## src/rtl/teabev_pkg.sv

```systemverilog
package teabev_pkg;

  localparam int unsigned Rounds     = 32;
  localparam int unsigned ShiftLeft  = 4;
  localparam int unsigned ShiftRight = 5;
  localparam int unsigned DataWidth  = 32;
  localparam int unsigned InWidth    = 4 * DataWidth;
  localparam int unsigned OutWidth   = 72;
  localparam int unsigned OutPad     = OutWidth - 2 * DataWidth - 2;

  localparam logic [DataWidth-1:0] DeltaReset = 32'h9E37_79B9;

  typedef enum logic [2:0] {
    RegKey0      = 3'd0,
    RegKey1      = 3'd1,
    RegKey2      = 3'd2,
    RegKey3      = 3'd3,
    RegDelta     = 3'd4,
    RegKeyLoaded = 3'd5
  } reg_idx_e;

  typedef enum logic {
    FuncEncrypt = 1'b0,
    FuncVerify  = 1'b1
  } func_e;

  typedef struct packed {
    logic [DataWidth-1:0] key0;
    logic [DataWidth-1:0] key1;
    logic [DataWidth-1:0] key2;
    logic [DataWidth-1:0] key3;
    logic [DataWidth-1:0] delta;
    logic                 loaded;
  } cfg_t;

  // one pipeline slot: running halves plus what travels along for the compare
  typedef struct packed {
    func_e                func;
    logic [DataWidth-1:0] y;
    logic [DataWidth-1:0] z;
    logic [DataWidth-1:0] sum;
    logic [DataWidth-1:0] exp_high;
    logic [DataWidth-1:0] exp_low;
  } stage_t;

  // packed MSB first, so cipher_high lands in the lowest bits
  typedef struct packed {
    logic [OutPad-1:0]    pad;
    logic                 key_missing;
    logic                 match;
    logic [DataWidth-1:0] cipher_low;
    logic [DataWidth-1:0] cipher_high;
  } res_t;

  function automatic logic [DataWidth-1:0] tea_mix(
    input logic [DataWidth-1:0] v,
    input logic [DataWidth-1:0] sum,
    input logic [DataWidth-1:0] ka,
    input logic [DataWidth-1:0] kb
  );
    logic [DataWidth-1:0] a;
    logic [DataWidth-1:0] b;
    logic [DataWidth-1:0] c;
    a = (v << ShiftLeft) + ka;
    b = v + sum;
    c = (v >> ShiftRight) + kb;
    return a ^ b ^ c;
  endfunction

endpackage

```

## src/rtl/teabev_round.sv

```systemverilog
module teabev_round (
  input  logic                 clk_i,
  input  logic                 rst_ni,
  input  logic                 en_i,
  input  logic                 valid_i,
  input  teabev_pkg::stage_t   data_i,
  input  teabev_pkg::cfg_t     cfg_i,
  output logic                 valid_o,
  output teabev_pkg::stage_t   data_o
);
  import teabev_pkg::*;

  // first half updates y, second half updates z and steps the sum
  stage_t half_q, half_d;
  stage_t full_q, full_d;
  logic   half_valid_q, full_valid_q;

  always_comb begin
    half_d   = data_i;
    half_d.y = data_i.y + tea_mix(data_i.z, data_i.sum, cfg_i.key0, cfg_i.key1);
  end

  always_comb begin
    full_d     = half_q;
    full_d.z   = half_q.z + tea_mix(half_q.y, half_q.sum, cfg_i.key2, cfg_i.key3);
    full_d.sum = half_q.sum + cfg_i.delta;
  end

  always_ff @(posedge clk_i or negedge rst_ni) begin
    if (!rst_ni) begin
      half_valid_q <= 1'b0;
      full_valid_q <= 1'b0;
    end else if (en_i) begin
      half_valid_q <= valid_i;
      full_valid_q <= half_valid_q;
    end
  end

  always_ff @(posedge clk_i) begin
    if (en_i) begin
      half_q <= half_d;
      full_q <= full_d;
    end
  end

  assign valid_o = full_valid_q;
  assign data_o  = full_q;

endmodule

```

## config.mk

```make
export PLATFORM = sky130hd
export DESIGN_NAME = teabev_round
export DESIGN_NICKNAME = d
export VERILOG_FILES = /design/src/rtl/teabev_pkg.sv /design/src/rtl/teabev_round.sv
export SDC_FILE = /design/constraint.sdc
export NUM_CORES = 1
export LEC_CHECK = 0
export BUFFER_PORTS_ARGS = -buffer_cell sky130_fd_sc_hd__buf_2
export CAP_MARGIN = 5
export CORE_ASPECT_RATIO = 0.9
export CORE_MARGIN = 3
export CORE_UTILIZATION = 35
export DETAILED_ROUTE_END_ITERATION = 12
export HOLD_SLACK_MARGIN = 0.05
export SLEW_MARGIN = 20
export SYNTH_ARGS = -nofsm -noshare
export SYNTH_HDL_FRONTEND = slang
export SYNTH_SLANG_ARGS = --single-unit
```

## constraint.sdc

```tcl
create_clock -name clk_i -period 5.9 [get_ports clk_i]
set_input_delay 0.295 -clock clk_i [delete_from_list [all_inputs] [get_ports clk_i]]
set_output_delay 0.295 -clock clk_i [all_outputs]
set_load 0.03 [all_outputs]
```

==> impl_metrics.csv <==
group,metric,value,unit
run_status,status,"finished, final reports clean",
sta,finalClockSkew,0.0141,ns
synthesis,post-synth-top-area-fraction,41.6,%
worst_hold_path,hold_path_class,"in2reg",
critical_path,arrival,5.95,ns
sta,fin_ws,0.244,ns
sta,finalHoldViolCount,0,
synthesis,synthesis.nets,2716,
cells_and_area,final_util,45.0,%
sta,whs,0.0812,ns
flow_run,maxCapViolations,0,
critical_path,critPathMaxFanout,5,
cells_and_area,drive_gt1_share,21.6,%
synthesis,syn_inst,2108,
routing,antenna_left,0,
global_routing,grt_usage,21.5,%
sta,slew_headroom,36.1,%
placed_design,gp_congestion,0.951,
global_routing,antenna_found_initial,19,
cells_and_area,fin_area,29600,sq um
routing,drcViolationCount,0,
sta,setup_viol,0,
placed_design,post-place-ws,0.195,ns
placed_design,hpwl,63900,um
power,peakVddDrop,0.458,mV
global_routing,grt_max_degree,145,
synthesis,postSynthAreaPerCell,11.0,sq um
die,rows,89,
synthesis,post-synth-top-count-cell,"edfxtp_1",
clock_network,root_buffer,"clkbuf_16",
cells_and_area,nets,3384,
sta,fin_crit,5.66,ns
synthesis,synthTopCellsByArea,"edfxtp_1 (42%), ha_1 (15%), xnor2_1 (12%)",
die,fp.dieArea,69600,sq um
critical_path,crit_required,6.19,ns
routing,routed-wl-met2,37000,um
synthesis,synth_seq_cells,324,
synthesis,synth-compound-area-share,18.0,%
die,core_region_area,65700,sq um
synthesis,synth-edff-count,322,
clock_network,cts_buffer_depth,3,
placed_design,portBuffers,486,
clock_network,cts_htree_levels,2,
critical_path,crit_path_start_kind,"register",
routing,dr_wl_met3,3300,um
critical_path,path_class,"reg2reg",
routing,route.detailed.wl_per_inst,21.1,um
cells_and_area,syn2layout_area_growth,27.1,%
synthesis,synthAdderAreaFrac,15.5,%
synthesis,synth_cell_types,71,
synthesis,yosys_most_used_dff,"edfxtp_1",
global_routing,overflow,0,
routing,first_pass_iters,5,
synthesis,synth_top_cell_by_area,"edfxtp_1",
sta,max_freq,177,MHz
global_routing,grt_pass1_vias,19530,
sta,post-route-period-util,95.9,%
routing,via_count,19253,
clock_network,clock_sinks,324,
die,die_y,251,um
placed_design,placed_area,26900,sq um
synthesis,synth_top_family_by_area,"compound AO/OA/AOI/OAI gates",
routing,top_layer_used,"met5",
synthesis,synth-seq-area-share,41.8,%
clock_network,clock_latency,0.56,ns
routing,routed_wirelength,77800,um
synthesis,yosys_warnings,0,
synthesis,post_synth_xor_area_fraction,14.7,%
synthesis,synth-simple-area-share,8.77,%
sta,slew_viol_final,0,
die,io_pins,488,
clock_network,cts_tree,"built",
sta,worst_pin_slew,0.959,ns
critical_path,worstSetupEndpointType,"register",
power,p_leak,12.7,nW
routing,drt_iter0_markers,1173,
clock_network,clk_pin_slew_worst_paths,0.06,ns
synthesis,syn-cell-area,23300,sq um
synthesis,synthTopCellsByCount,"edfxtp_1 (322), xnor2_1 (306), ha_1 (273)",
synthesis,synth_mux_area_share,0.0968,%
clock_network,numCtsBuffers,38,
routing,vias_per_cell,5.23,
synthesis,async_flop_share,0.617,%
die,chipWidth,278,um
power,total_power,20.3,mW
die,start_util,35.4,%
global_routing,grt_pass1_wl,114000,um
power,power_density,686,nW/um^2
routing,met1_length,35100,um
final cells by class:
| type | count | area (sq um) |
|---|---|---|
| well taps | 864 | 1080 |
| inverters | 56 | 210 |
| clock inverters | 25 | 269 |
| diodes | 9 | 22.5 |
| multi-input cells | 1714 | 13300 |
| repair buffers | 642 | 3940 |
| clock buffers | 44 | 995 |
| fillers | 6244 | 36100 |
| flip-flops and latches | 324 | 9720 |
through the flow:
stage | setup TNS [ns] | instances
after CTS | 0 | 3665
after detailed placement | 0 | 3469
final | 0 | 3678
after floorplan | 0 | 2108
after global routing | -0.00878 | 3678
after global placement | 0 | 3469
placed cells by master, fill, tap and decap left out, types with 69 or more instances in the layout:
| master | n |
|---|---|
| buf_2 | 485 |
| edfxtp_1 | 322 |
| xnor2_1 | 306 |
| ha_1 | 273 |
| a21oi_1 | 185 |
| a21o_1 | 138 |
| dlygate4sd3_1 | 127 |
| nand2_1 | 102 |
| o21ai_0 | 89 |
| nor2_1 | 75 |
| xor2_1 | 69 |
critical path: stages (launching register included):
cell	delay (ns)
edfxtp_1	0.48
buf_4	0.19
ha_1	0.26
a21oi_1	0.23
o221ai_1	0.26
a221oi_1	0.37
buf_4	0.19
o21ai_1	0.11
and2_1	0.22
o21ai_1	0.17
a21oi_1	0.12
a21o_1	0.19
a21oi_1	0.17
xnor2_1	0.10
ha_1	0.35
nand4_1	0.15
a31oi_2	0.07
o2111ai_1	0.21
nand2_1	0.13
a221o_1	0.38
a221o_1	0.32
xnor3_1	0.38
xnor3_1	0.34
registers in the layout, summed over array words and instances, names as in the netlist:
signal and flops:
half_q 64, half_valid_q 1, full_d 97, valid_o 1
data_o 161
power by group:
group	internal (mW)	switching (mW)	total, mW
clock network	1.41	0.972	2.38
logic	6.30	7.56	13.9
registers	3.66	0.402	4.06
layer usage:
metal / global-route usage, % / vias to the layer above
li1: - / 9360
met1: 28.4 / 9201
met2: 36.8 / 572
met3: 2.72 / 116
met4: 6.68 / 4
met5: 0 / -
path summary, 6_finish.rpt:
path / start / endpoint / slack (ns) / cells after the start
max in group asynchronous: rst_ni / valid_o / 5.15 / 3
min in group asynchronous: rst_ni / half_valid_q / 0.62 / 3
worst max-delay path: full_d[134] / data_o[127] / 0.24 / 22
worst min-delay path: data_i[116] / half_q[116] / 0.08 / 1
worst max register to register: full_d[134] / data_o[127] / 0.24 / 22
worst min register to register: full_d[39] / data_o[39] / 0.41 / 0
kinds of logic after synthesis:
kind of cell               Yosys count
buffers and inverters               70
xor gates and xnor gates           381
muxes                                2
DFF                                324
and+or+nand+nor                    403
AOI/OAI and AO/OA                  646
adders and majority gates          282
what timing repair did:
item	in CTS	in global routing
endpoints found under the setup margin	0	2
setup buffers	0	4
gates resized for setup	0	10
hold buffers	127	0
endpoints found under the hold margin	127	0
Power figures use the tool's default switching activity.
