**src/rtl/teabev_pkg.sv**
```systemverilog
package teabev_pkg;

  localparam int unsigned Rounds     = 32;
  localparam int unsigned ShiftLeft  = 4;
  localparam int unsigned ShiftRight = 5;
  localparam int unsigned DataWidth  = 32;
  localparam int unsigned InWidth    = 4 * DataWidth;
  localparam int unsigned OutWidth   = 72;
  localparam int unsigned OutPad     = OutWidth - 2 * DataWidth - 2;

  localparam logic [DataWidth-1:0] DeltaReset = 32'h9E37_79B9;

  typedef enum logic [2:0] {
    RegKey0      = 3'd0,
    RegKey1      = 3'd1,
    RegKey2      = 3'd2,
    RegKey3      = 3'd3,
    RegDelta     = 3'd4,
    RegKeyLoaded = 3'd5
  } reg_idx_e;

  typedef enum logic {
    FuncEncrypt = 1'b0,
    FuncVerify  = 1'b1
  } func_e;

  typedef struct packed {
    logic [DataWidth-1:0] key0;
    logic [DataWidth-1:0] key1;
    logic [DataWidth-1:0] key2;
    logic [DataWidth-1:0] key3;
    logic [DataWidth-1:0] delta;
    logic                 loaded;
  } cfg_t;

  // one pipeline slot: running halves plus what travels along for the compare
  typedef struct packed {
    func_e                func;
    logic [DataWidth-1:0] y;
    logic [DataWidth-1:0] z;
    logic [DataWidth-1:0] sum;
    logic [DataWidth-1:0] exp_high;
    logic [DataWidth-1:0] exp_low;
  } stage_t;

  // packed MSB first, so cipher_high lands in the lowest bits
  typedef struct packed {
    logic [OutPad-1:0]    pad;
    logic                 key_missing;
    logic                 match;
    logic [DataWidth-1:0] cipher_low;
    logic [DataWidth-1:0] cipher_high;
  } res_t;

  function automatic logic [DataWidth-1:0] tea_mix(
    input logic [DataWidth-1:0] v,
    input logic [DataWidth-1:0] sum,
    input logic [DataWidth-1:0] ka,
    input logic [DataWidth-1:0] kb
  );
    logic [DataWidth-1:0] a;
    logic [DataWidth-1:0] b;
    logic [DataWidth-1:0] c;
    a = (v << ShiftLeft) + ka;
    b = v + sum;
    c = (v >> ShiftRight) + kb;
    return a ^ b ^ c;
  endfunction

endpackage

```
**src/rtl/teabev_cfg.sv**
```systemverilog
module teabev_cfg (
  input  logic                 clk_i,
  input  logic                 rst_ni,
  input  logic                 cfg_we_i,
  input  logic [2:0]           cfg_index_i,
  input  logic [31:0]          cfg_data_i,
  output teabev_pkg::cfg_t     cfg_o
);
  import teabev_pkg::*;

  cfg_t cfg_q, cfg_d;

  always_comb begin
    cfg_d = cfg_q;
    if (cfg_we_i) begin
      unique case (cfg_index_i)
        RegKey0:      cfg_d.key0   = cfg_data_i;
        RegKey1:      cfg_d.key1   = cfg_data_i;
        RegKey2:      cfg_d.key2   = cfg_data_i;
        RegKey3:      cfg_d.key3   = cfg_data_i;
        RegDelta:     cfg_d.delta  = cfg_data_i;
        RegKeyLoaded: cfg_d.loaded = cfg_data_i[0];
        default:      cfg_d        = cfg_q;
      endcase
    end
  end

  always_ff @(posedge clk_i or negedge rst_ni) begin
    if (!rst_ni) begin
      cfg_q.key0   <= '0;
      cfg_q.key1   <= '0;
      cfg_q.key2   <= '0;
      cfg_q.key3   <= '0;
      cfg_q.delta  <= DeltaReset;
      cfg_q.loaded <= 1'b0;
    end else begin
      cfg_q <= cfg_d;
    end
  end

  assign cfg_o = cfg_q;

endmodule

```
**config.mk**
```make
export PLATFORM = sky130hd
export DESIGN_NAME = teabev_cfg
export DESIGN_NICKNAME = d
export VERILOG_FILES = /design/src/rtl/teabev_pkg.sv /design/src/rtl/teabev_cfg.sv
export SDC_FILE = /design/constraint.sdc
export NUM_CORES = 1
export LEC_CHECK = 0
export ABC_AREA = 1
export BUFFER_PORTS_ARGS = -buffer_cell sky130_fd_sc_hd__buf_2
export CAP_MARGIN = 0
export CORE_MARGIN = 2
export CORE_UTILIZATION = 51
export CTS_CLUSTER_DIAMETER = 100
export DETAILED_ROUTE_END_ITERATION = 6
export GPL_ROUTABILITY_DRIVEN = 0
export PLACE_DENSITY = 0.86
export SLEW_MARGIN = 20
export SYNTH_ARGS = -nofsm -noshare
export SYNTH_HDL_FRONTEND = slang
export SYNTH_SLANG_ARGS = --single-unit
```
**constraint.sdc**
```tcl
create_clock -name clk_i -period 0.9 [get_ports clk_i]
set_input_delay 0.135 -clock clk_i [delete_from_list [all_inputs] [get_ports clk_i]]
set_output_delay 0.135 -clock clk_i [all_outputs]
set_load 0.02 [all_outputs]
```
==> results.tsv <==
stage	metric	value	unit
synthesis	netlist-cell-type-count	13	
clock_tree	clkSinkCount	161	
setup_path	critPathCaptureType	primary output	
setup_path	cp-start-kind	flip-flop	
setup_path	crit_required	0.76	ns
route	routed.top_layer	met5	
synthesis	yosysSeqAreaShare	63.9	%
timing	clock_skew	0	ns
timing	worst_slack	-0.355	ns
setup_path	r2r-start	cfg_o[104]	
route	vias	7265	
clock_tree	numCtsBuffers	17	
synthesis	syn_nets	746	
setup_path	crit_path_max_incr_delay	0.57	ns
setup_path	reg2reg_slack	-0.11	ns
setup_path	crit_chain	buf_6	
clock_tree	clk_root_buffer_cell	clkbuf_16	
die	die_h	116	um
timing	finalSetupTns	-36.23	ns
route	drt_iter0_markers	1088	
finish	n_antenna_cell	0	
die	die_area	13300	sq um
power_and_ir_drop	p_per_area	2550	nW/um^2
finish	drive_gt1_share	38.6	%
global_routing	antenna_found_initial	1	
timing	fmax	797	MHz
global_routing	track_usage	38.6	%
route	avgViaCountPerCell	5.87	
global_routing	grt_pass1_vias	7017	
run	maxCapViolCount	0	
route	wl_met3	3.05	mm
power_and_ir_drop	seqPwrFrac	37.2	%
clock_tree	cts.clk_slew.worst_paths	0.07	ns
clock_tree	clock_path_buffers	2	
power_and_ir_drop	swShare	33.1	%
finish	final_cell_area	10500	sq um
setup_path	path_class	flip-flop to primary output	
synthesis	synthCells	708	
synthesis	ys.flop_type	dfrtp_1	
timing	period_minus_slack	1.25	ns
finish	largest_reg_flops	161	
placed_design	pre_cts_ws	-0.199	ns
die	initial_utilization	52.6	%
timing	period_share	139	%
synthesis	synth.most_common_cell	nand2_1	
global_routing	grt_max_degree	39	
finish	area_growth_syn_to_layout	65.9	%
clock_tree	htreeDepth	4	
power_and_ir_drop	irDropWorstVdd	1900	uV
timing	final_max_slew_viol_count	0	
setup_path	cpMaxStageDelayCell	dfstp_2	
placed_design	hpwl	12.7	mm
global_routing	grt_pass1_wl	38.5	mm
setup_path	critPathBufInv	1	
finish	num-fill-cells	552	
die	chipWidth	116	um
setup_path	r2r_cells	4	
synthesis	synth_enable_flop_cells	0	
clock_tree	insertion_delay	0.42	ns
route	wl_met2	13.8	mm
synthesis	async_flop_share	100	%
placed_design	placed_area	7780	sq um
outcome	violations	setup timing	
outcome	outcome	complete, but fails checks	
route	ant_nets	0	
power_and_ir_drop	power.leakage	5.71	nW
hold_path	holdPathEnd	cfg_o[55]	
die	core	12100	sq um
route	drc	0	
finish	multi_input_area	2080	sq um
route	first_pass_iters	6	
hold_path	hold_path.class	input port to flip-flop	
power_and_ir_drop	internal_power	18.0	mW
synthesis	postSynthAreaPerCell	8.96	sq um
synthesis	synth-seq-cells	161	
finish	final_util	87.3	%
synthesis	synth_top_cell_by_area	dfrtp_1	
setup_path	crit_family	flip-flops	
route	drt_wl_total	28.1	mm
synthesis	syn_area	6340	sq um
placed_design	place_inst	1069	
synthesis	synth_area_leaders	dfrtp_1 56%, nand2_1 21%, nand3_1 10%	
route	wire_per_inst	22.7	um
timing	rsz0062_at_grt	yes	
timing	finalHoldViolCount	0	
placed_design	io_buffers	198	
timing	tightest_slew	0.323	ns
clock_tree	tritoncts	done	
timing	relSlewSlack	78.5	%
timing	setup_violations	174	
setup_path	cp.arrival	1.12	ns
synthesis	yosys-top-cells-count	363 x nand2_1, 141 x dfrtp_1, 129 x nand3_1	
setup_path	timing.rr.end	cfg_o[104]	
route	wl_met1	9.24	mm
die	io_pins	199	
finish	fin_cells	1238	
die	fp-row-count	40	
hold_path	min_from	cfg_data_i[22]	
synthesis	yosysWarningCount	0	
global_routing	grt_overflow	0	
power_and_ir_drop	combPwrFrac	33.6	%
finish	seqCellArea	4060	sq um
power_and_ir_drop	clkPwrFrac	29.2	%
hold_path	min_path_cells	3	
setup_path	worstPathMaxFanout	2	
synthesis	synth_top_area_share	55.6	%
finish	nets	1095	
power_and_ir_drop	p_switching	8.90	mW
-- metal layers --
layer,vias to the layer above,GRT usage [%]
met5,-,0
met4,2,21.1
met3,187,9.99
met2,657,65.0
met1,3489,45.3
li1,2930,-
-- worst reg2reg max path: stages, from the launching register on --
cell and delay, ns:
dfrtp_1 0.39, buf_4 0.14, buf_4 0.12, nand2_1 0.09, nand2_2 0.13
-- logic make-up after synthesis --
family,count (synthesis),share of synthesized area [%]
AND/OR/NAND/NOR,497,32.3
flip-flops,161,63.9
buffers and inverters,50,3.85
-- final cells by class --
cell class / count / share of cell area (%)
flip-flops and latches: 161 / 38.5
repair buffers: 374 / 33.6
multi-input cells: 497 / 19.7
clock buffers: 23 / 4.45
well taps: 168 / 2.00
clock inverters: 9 / 1.47
inverters: 6 / 0.214
-- per-stage QoR --
step / hold slack [ns] / total power, mW
after floorplan: -0.161 / 12.5
after global placement: 0.0344 / 14.8
after detailed placement: 0.0375 / 14.9
after CTS: 0.00227 / 25.2
after global routing: 0.0149 / 27.7
final: 0.0172 / 26.9
-- repair_timing --
action                                  4_1_cts  5_1_grt
hold buffers                                 25        0
endpoints found under the setup margin      161      163
gates resized for setup                     322        9
cloned                                        0        0
pin swaps                                     0        1
setup buffers                                55       58
endpoints found under the hold margin       186        0
-- worst max-delay path by stage --
stage,from,end,cells past startpoint
6_report,cfg_o[5],cfg_o[5],1
5_1_grt,cfg_o[5],cfg_o[5],1
4_1_cts,cfg_o[17],cfg_o[17],1
3_5_place_dp,cfg_index_i[1],cfg_o[151],6
3_3_place_gp,cfg_index_i[1],cfg_o[20],6
2_1_floorplan,cfg_we_i,cfg_o[34],6
-- power groups by stage --
stage	Clock (mW)	Sequential, mW	Combinational (mW)
finish	7.85	10.0	9.03
global route	8.15	10.1	9.51
CTS	7.69	9.79	7.70
detailed placement	0	9.57	5.34
global placement	0	9.57	5.19
floorplan	0	11.2	1.28
-- placed cells by master (no fill, tap or decap) --
cell / Yosys / final
buf_6: 0 / 162
bufinv_16: 0 / 4
nand2_1: 363 / 356
inv_2: 3 / 3
buf_4: 5 / 139
clkbuf_8: 0 / 2
buf_2: 30 / 36
dlygate4sd3_1: 0 / 25
clkinvlp_4: 0 / 4
buf_12: 0 / 12
inv_1: 3 / 3
clkbuf_16: 0 / 17
clkinv_2: 0 / 1
dfstp_2: 20 / 20
nor2_2: 2 / 2
dfrtp_1: 141 / 140
clkbuf_1: 6 / 4
dfrtp_2: 0 / 1
nand2_4: 0 / 1
nor2_4: 2 / 3
nand2_2: 0 / 6
nand3_1: 129 / 129
Note: power is estimated with default switching activity, not from simulation.
