==> src/rtl/teabev_pkg.sv <==
package teabev_pkg;

  localparam int unsigned Rounds     = 32;
  localparam int unsigned ShiftLeft  = 4;
  localparam int unsigned ShiftRight = 5;
  localparam int unsigned DataWidth  = 32;
  localparam int unsigned InWidth    = 4 * DataWidth;
  localparam int unsigned OutWidth   = 72;
  localparam int unsigned OutPad     = OutWidth - 2 * DataWidth - 2;

  localparam logic [DataWidth-1:0] DeltaReset = 32'h9E37_79B9;

  typedef enum logic [2:0] {
    RegKey0      = 3'd0,
    RegKey1      = 3'd1,
    RegKey2      = 3'd2,
    RegKey3      = 3'd3,
    RegDelta     = 3'd4,
    RegKeyLoaded = 3'd5
  } reg_idx_e;

  typedef enum logic {
    FuncEncrypt = 1'b0,
    FuncVerify  = 1'b1
  } func_e;

  typedef struct packed {
    logic [DataWidth-1:0] key0;
    logic [DataWidth-1:0] key1;
    logic [DataWidth-1:0] key2;
    logic [DataWidth-1:0] key3;
    logic [DataWidth-1:0] delta;
    logic                 loaded;
  } cfg_t;

  // one pipeline slot: running halves plus what travels along for the compare
  typedef struct packed {
    func_e                func;
    logic [DataWidth-1:0] y;
    logic [DataWidth-1:0] z;
    logic [DataWidth-1:0] sum;
    logic [DataWidth-1:0] exp_high;
    logic [DataWidth-1:0] exp_low;
  } stage_t;

  // packed MSB first, so cipher_high lands in the lowest bits
  typedef struct packed {
    logic [OutPad-1:0]    pad;
    logic                 key_missing;
    logic                 match;
    logic [DataWidth-1:0] cipher_low;
    logic [DataWidth-1:0] cipher_high;
  } res_t;

  function automatic logic [DataWidth-1:0] tea_mix(
    input logic [DataWidth-1:0] v,
    input logic [DataWidth-1:0] sum,
    input logic [DataWidth-1:0] ka,
    input logic [DataWidth-1:0] kb
  );
    logic [DataWidth-1:0] a;
    logic [DataWidth-1:0] b;
    logic [DataWidth-1:0] c;
    a = (v << ShiftLeft) + ka;
    b = v + sum;
    c = (v >> ShiftRight) + kb;
    return a ^ b ^ c;
  endfunction

endpackage

==> src/rtl/teabev_out.sv <==
module teabev_out (
  input  logic                 clk_i,
  input  logic                 rst_ni,
  input  logic                 valid_i,
  input  teabev_pkg::stage_t   data_i,
  input  teabev_pkg::cfg_t     cfg_i,
  output logic                 ready_o,
  output logic                 m_axis_tvalid,
  input  logic                 m_axis_tready,
  output logic [71:0]          m_axis_tdata
);
  import teabev_pkg::*;

  res_t res;
  res_t out_q, out_d, skid_q, skid_d;
  logic out_valid_q, out_valid_d, skid_valid_q, skid_valid_d;
  logic in_acc;

  always_comb begin
    res     = '0;
    if (!cfg_i.loaded) begin
      res.key_missing = 1'b1;
    end else begin
      res.cipher_high = data_i.y;
      res.cipher_low  = data_i.z;
      res.match       = (data_i.func == FuncVerify) && (data_i.y == data_i.exp_high)
                        && (data_i.z == data_i.exp_low);
    end
  end

  assign ready_o = !skid_valid_q;
  assign in_acc  = valid_i && !skid_valid_q;

  always_comb begin
    out_valid_d  = out_valid_q;
    out_d        = out_q;
    skid_valid_d = skid_valid_q;
    skid_d       = skid_q;
    if (!out_valid_q || m_axis_tready) begin
      out_valid_d  = skid_valid_q || in_acc;
      out_d        = skid_valid_q ? skid_q : res;
      skid_valid_d = 1'b0;
    end else if (in_acc) begin
      skid_valid_d = 1'b1;
      skid_d       = res;
    end
  end

  always_ff @(posedge clk_i or negedge rst_ni) begin
    if (!rst_ni) begin
      out_valid_q  <= 1'b0;
      skid_valid_q <= 1'b0;
    end else begin
      out_valid_q  <= out_valid_d;
      skid_valid_q <= skid_valid_d;
    end
  end

  always_ff @(posedge clk_i) begin
    out_q  <= out_d;
    skid_q <= skid_d;
  end

  assign m_axis_tvalid = out_valid_q;
  assign m_axis_tdata  = out_q;

`ifndef SYNTH
  a_skid_needs_out: assert property (@(posedge clk_i) disable iff (!rst_ni)
    skid_valid_q |-> out_valid_q)
    else $error("skid holds a result while output register is empty");

  a_skid_only_on_stall: assert property (@(posedge clk_i) disable iff (!rst_ni)
    $rose(skid_valid_q) |-> $past(out_valid_q && !m_axis_tready))
    else $error("skid filled without an output stall");

  a_missing_key_zero: assert property (@(posedge clk_i) disable iff (!rst_ni)
    (out_valid_q && out_q.key_missing) |->
      (out_q.cipher_high == '0 && out_q.cipher_low == '0 && !out_q.match))
    else $error("missing key result carries nonzero data");
`endif

endmodule

==> config.mk <==
export PLATFORM = sky130hd
export DESIGN_NAME = teabev_out
export DESIGN_NICKNAME = d
export VERILOG_FILES = /design/src/rtl/teabev_pkg.sv /design/src/rtl/teabev_out.sv
export SDC_FILE = /design/constraint.sdc
export NUM_CORES = 1
export LEC_CHECK = 0
export ABC_AREA = 1
export BUFFER_PORTS_ARGS = -buffer_cell sky130_fd_sc_hd__buf_2
export CAP_MARGIN = 20
export CORE_AREA = 2 2 156 158
export CTS_BUF_LIST = sky130_fd_sc_hd__clkbuf_4
export DETAILED_ROUTE_END_ITERATION = 8
export DIE_AREA = 0 0 158 160
export SYNTH_ARGS = -nofsm -noshare
export SYNTH_HDL_FRONTEND = slang
export SYNTH_SLANG_ARGS = --single-unit
==> constraint.sdc <==
create_clock -name clk_i -period 6.88 [get_ports clk_i]
set_clock_uncertainty 0.1 [all_clocks]
set_input_delay 0.344 -clock clk_i [delete_from_list [all_inputs] [get_ports clk_i]]
set_output_delay 0.344 -clock clk_i [all_outputs]
set_load 0.02 [all_outputs]
==> metrics, run 1 <==
drt initial violations 429; post-route insts no fill around 1,400; global-route wire length before repair 32,600 um; internal power ~1400 uW; Die ar. ~25,000 um^2; nets@finish around 1,400; Final period util 36.3%; DR vias/cell approximately 4.2; RSZ-0062 raised after global routing false; Hold Crit Class in2reg; met2 GRT Util a little over a quarter; Clock Sinks between 100 and 150; vias in the first global route roughly 5,600; top_reg_cell synth edfxtp_1; Tmin final around 2.5 ns; CP max-delay cell buf_4; clk_lat worst skew approximately 0.55 ns; FP Rows 57; startpoint types flop; H-Tree Depth 4; hold path depth 3; Worst setup EP type flop; Clk pin slew, worst setup/hold paths approximately 0.11 ns; count of pins over their slew limit 0; area grow syn2layout 33.3%; Die W 158 um; WL final between 20,000 and 25,000 um; ys async rst share roughly 1.5%; Flop pwr share about half; post-CTS sizing 0; MaxCap Viol Count 0; initial antenna violation count 20; Root Buffer clkbuf_4; Post-synth EDFFs about 130; commonest non-fill, non-tap cells in the layout nand2_1 (272), buf_2 (201), inv_1 (162); Mean Syn Cell Area ~8.5 um^2; GRT Overall Usage between 10% and 20%; final-report setup violation count 0; post-route ant nets 0; combinational share of power a little under a fifth; final hold violations 0; number of remaining DRC errors 0; Max-slew headroom 34.8%; Core Region 23,800 um^2; layout cells sized above 1 a little under a quarter; flops & latches, synth around 130; first-pass detailed-route iteration total 5; largest net degree at the start of global routing 70; Syn Inst Count approximately 800; Clk pwr share 29.3%; switching power about 570 uW; Max FO, Critical Path between 60 and 70; gpl congestion ~0.85; CTS tree built; setup TNS 0 ns; Die Y about 160 um; Ports 400; warnings from Yosys 0; met1 GRT Util between 20% and 30%; Max clock buf depth 2; Port Buffers around 200; PwrDens around 210 nW/um^2; CP cell instances inv_1 -> nand2_1 -> nor2_4 -> buf_4; most common cell after layout, fill and taps aside nand2_1; TritonCTS buffer count 17; Net Sw Frac between 20% and 30%; LEAKAGE 0.00455 uW; CP required about 6.9 ns; WL/cell 16.0 um; gr ovfl total 0; Placed Cells about 1,300; M3 GR Usage between 8 and 9%; worst vdd ir around 100 uV; Via Count between 5,000 and 6,000; Max Freq 401 MHz; Initial Utilization around 29%; sequential fraction of the synthesis area 58.8%; most used routing layer met2; worst setup path class reg2reg; synth unique cells 23; Slew @ Worst Pin slightly below 1 ns; arrival time worst endpoint roughly 2.6 ns; Register-to-Register Path Depth 4; outcome finished clean; post-detail-place hpwl between 15,000 and 20,000 um; CP max stage delay 0.75 ns; synthesized area around 7000 um^2
[final timing paths]
check | startpoint | endpoint | slack, ns
hold / removal | data_i[151] | skid_q[23]$_DFFE_PP_ | 0.06
setup reg to reg | skid_valid_q$_DFFE_PN0P_ | skid_q[29]$_DFFE_PP_ | 4.39
min in group asynchronous | rst_ni | skid_valid_q$_DFFE_PN0P_ | 0.56
hold reg to reg | skid_q[13]$_DFFE_PP_ | m_axis_tdata[13]$_DFFE_PN_ | 0.43
max in group asynchronous | rst_ni | skid_valid_q$_DFFE_PN0P_ | 5.98
setup / recovery | skid_valid_q$_DFFE_PN0P_ | skid_q[29]$_DFFE_PP_ | 4.39
[metrics by stage]
| step | total power [uW] | cell area [um^2] | worst slack (ns) | util, % | hold WS, ns |
|---|---|---|---|---|---|
| 5_1_grt | 2010 | 9080 | 4.24 | 38.1 | 0.0175 |
| 2_1_floorplan | 1200 | 6840 | 1.34 | - | -0.0516 |
| 3_3_place_gp | 1340 | 8170 | 4.42 | 34.3 | 0.0319 |
| 4_1_cts | 1940 | 9050 | 4.37 | 38.0 | 0.000229 |
| 3_5_place_dp | 1350 | 8170 | 4.40 | 34.3 | 0.0310 |
| 6_report | 1920 | 9100 | 4.39 | 38.2 | 0.0571 |
[timing repair]
item | 4_1_cts | 5_1_grt
endpoints found under the setup margin | 0 | 0
setup buffers | 0 | 0
hold endpoints to repair | 60 | 2
hold buffers | 59 | 2
[synthesized netlist by cell type, drive strengths merged (2+ instances only)]
cell      n  share of area [%]
xnor2    11                1.4
nor3      5               0.37
nand4    19                1.7
o21ai    69                5.1
clkbuf   10               0.55
buf      17                1.5
nor3b     4               0.44
inv     163                9.0
or2       4               0.37
nand2   276                 15
edfxtp  132                 58
nand3    13               0.95
nand3b    2               0.22
nor2     71                3.9
dfrtp     2               0.73
[worst max-delay path, delay by kind of cell, from the launching register on]
family,cells,cell delay (ns)
buf+inv,2,1.02
flops,1,0.74
simple gates,2,0.22
[kinds of logic (layout without fill, tap and decap cells)]
logic type	count (synthesis)	in the layout	share of synthesized area, %
other	1	17	0.0549
and+or+nand+nor	396	396	23.5
xor gates and xnor gates	11	11	1.41
AOI/OAI and AO/OA	71	71	5.28
buffers and inverters	190	461	11.0
DFF	134	134	58.8
[cell type report]
cell class	count	area, um^2
antenna	11	27.5
fill	2496	14700
sequential	134	4020
inverter	163	612
multi-input combinational	484	2100
clock inverter	14	159
tap	324	405
clock buffer	18	135
timing repair buffer	266	1650
[flip-flops by register name, summed over array words and instances, names as in the netlist]
signal and count:
m_axis_tdata 66, m_axis_tvalid 1, skid_q 66, skid_valid_q 1
[routing by layer]
layer,share of wire [%],vias to the layer above
met2,42,249
met4,1.0,16
met1,45,2645
li1,-,3056
met5,0.46,-
met3,11,28
[power groups by stage]
stage               sequential, uW  combinational [uW]  clock [uW]
global route                  1000                 399         612
floorplan                     1060                 137           0
finish                         995                 360         563
detailed placement            1010                 335           0
global placement              1010                 331           0
CTS                            995                 363         581
Note: power is estimated with default switching activity, not from simulation.
==> run 2: changes to the inputs <==
==> constraint.sdc (replaced) <==
create_clock -name clk_i -period 2.5 [get_ports clk_i]
set_clock_uncertainty 0.1 [all_clocks]
set_input_delay 0.125 -clock clk_i [delete_from_list [all_inputs] [get_ports clk_i]]
set_output_delay 0.125 -clock clk_i [all_outputs]
set_load 0.02 [all_outputs]
==> run 2 against run 1 <==
  * Worst hold slack improved by 0.12 ns
  * Count of clock-buffer cells in the layout decreased by 1
  * Routed wire length increased by 0.26%
  * Worst setup slack got worse by 4.2 ns
  * Power increased to 2.7 times the previous value
  * Sequential power increased to 2.7 times the previous value
  * Flip-flop and latch count unchanged
  * Critical path depth increased by 6
  * Register-to-register slack got worse by 3.7 ns
  * Die area unchanged
  * Global-route usage increased by 0.13 points
  * Via count increased by 0.80%
  * Largest power group unchanged
==> metrics, run 2 (synthesis gave the netlist of run 1 again) <==
Max Freq between 400 and 500 MHz; worst setup path class in2reg; final hold slack ~0.18 ns; Die ar. roughly 25,000 um^2; buffer and inverter count on the worst path 3; nets@finish roughly 1,400; most common cell after layout, fill and taps aside nand2_1; post-route ant nets 0; setup TNS 0 ns; LEAKAGE around 0.0046 uW; startpoint types primary input; layout cells sized above 1 23.0%; worst vdd ir ~230 uV; CP cell instances dlygate4sd3_1 -> buf_2 -> xnor2_1 -> o21ai_0 -> nor3b_1 -> nand2_1 -> nor2_1 -> nand3_1 -> dlygate4sd3_1 -> nor2_1; RSZ-0062 raised after global routing false; clk_lat worst skew 0.53 ns; Max clock buf depth 2; MaxCap Viol Count 0; Max FO, Critical Path 3; arrival time worst endpoint 2.57 ns; largest net degree at the start of global routing around 130; Die Y ~160 um; Slew @ Worst Pin about 0.54 ns; Clk pin slew, worst setup/hold paths around 0.12 ns; gr ovfl total 0; vias in the first global route ~5,700; PwrDens 564 nW/um^2; Clk pwr share roughly 28%; combinational share of power 19.8%; Ports 400; Clock Sinks ~130; WL final 22,600 um; final-report setup violation count 0; Net Sw Frac 30.5%; switching power ~1600 uW; Hold Crit Class in2reg; initial antenna violation count 24; internal power 3640 uW; DR vias/cell ~4.2; outcome finished clean; first-pass detailed-route iteration total 7; drt initial violations approximately 460; FP Rows 57; Port Buffers roughly 200; global-route wire length before repair 32,900 um; Flop pwr share between 50% and 60%; CTS tree built; count of pins over their slew limit 0; CP max stage delay between 0.5 and 0.6 ns; final hold violations 0; number of remaining DRC errors 0; Initial Utilization between 20% and 30%; Top delay family on crit path buffers and inverters; CP required around 2.8 ns; GRT Overall Usage between 10% and 20%; Core Region between 20,000 and 25,000 um^2; WL/cell 15.8 um; H-Tree Depth 4; Final period util between 90% and 100%; Die W 158 um; Via Count 6,042; Max-slew headroom between 60% and 70%; Tmin final about 2.3 ns; area grow syn2layout 36.1%; post-detail-place hpwl between 15,000 and 20,000 um; gpl congestion roughly 0.87; Worst setup EP type flop; CP max-delay cell dlygate4sd3_1; commonest non-fill, non-tap cells in the layout nand2_1 (272), buf_2 (201), inv_1 (162); Root Buffer clkbuf_4; TritonCTS buffer count 17; Setup Buffers After CTS 0
[run 2: cell count changes in the layout (fill, tap and decap cells not counted), sizes merged, moves of 2 or more]
cell	change
buf	+3
clkinvlp	+2
diode	+5
dlygate4sd3	+13
[run 2: area by class of cell]
type / count / area (um^2)
antenna: 16 / 40.0
clock buffer: 17 / 128
clock inverter: 15 / 155
fill: 2499 / 14500
inverter: 163 / 612
multi-input combinational: 484 / 2100
sequential: 134 / 4020
tap: 324 / 405
timing repair buffer: 282 / 1820
[run 2: power by group through the flow]
stage	clock network [uW]	registers [uW]	logic [uW]
4_1_cts	1540	2730	1040
5_1_grt	1610	2740	1150
3_5_place_dp	0	2770	947
6_report	1480	2720	1040
3_3_place_gp	0	2780	933
2_1_floorplan	0	2920	381
[run 2: final timing paths]
kind	start	to	slack, ns	depth (start not counted)
max reg2reg	skid_valid_q$_DFFE_PN0P_	skid_q[38]$_DFFE_PP_	0.66	4
min	data_i[6]	m_axis_tdata[64]$_DFFE_PN_	0.18	8
max in group asynchronous	rst_ni	skid_valid_q$_DFFE_PN0P_	1.83	3
min reg2reg	skid_q[55]$_DFFE_PP_	m_axis_tdata[55]$_DFFE_PN_	0.44	2
max	data_i[96]	skid_q[64]$_DFFE_PP_	0.23	10
min in group asynchronous	rst_ni	skid_valid_q$_DFFE_PN0P_	0.33	3
[run 2: metrics by stage]
step	utilization [%]	setup WS, ns	instance area (um^2)	total power (uW)	instances
detailed placement	34.5	0.662	8220	3720	1313
global route	38.9	0.157	9270	5500	1428
global placement	34.5	0.672	8220	3710	1313
floorplan	-	0.0709	6870	3300	808
CTS	38.8	0.287	9250	5310	1419
finish	39.0	0.232	9290	5240	1435
[run 2: routing by layer]
metal	vias to the layer above	GRT usage, %	wire [um]
li1	3085	-	-
met2	236	26.1	9210
met4	20	5.49	341
met3	36	8.03	2460
met5	-	0	137
met1	2665	23.9	10500
[run 2: repair_timing]
action                    4_1_cts  5_1_grt
hold buffers                   74        0
hold endpoints to repair      134        0
resized for setup               0        0
[run 2: worst register-to-register path: stages, from the launching register on]
cell	delay (ns)
dfrtp_4	0.51
inv_1	0.18
nand2_1	0.12
nor2_4	0.15
buf_4	0.42
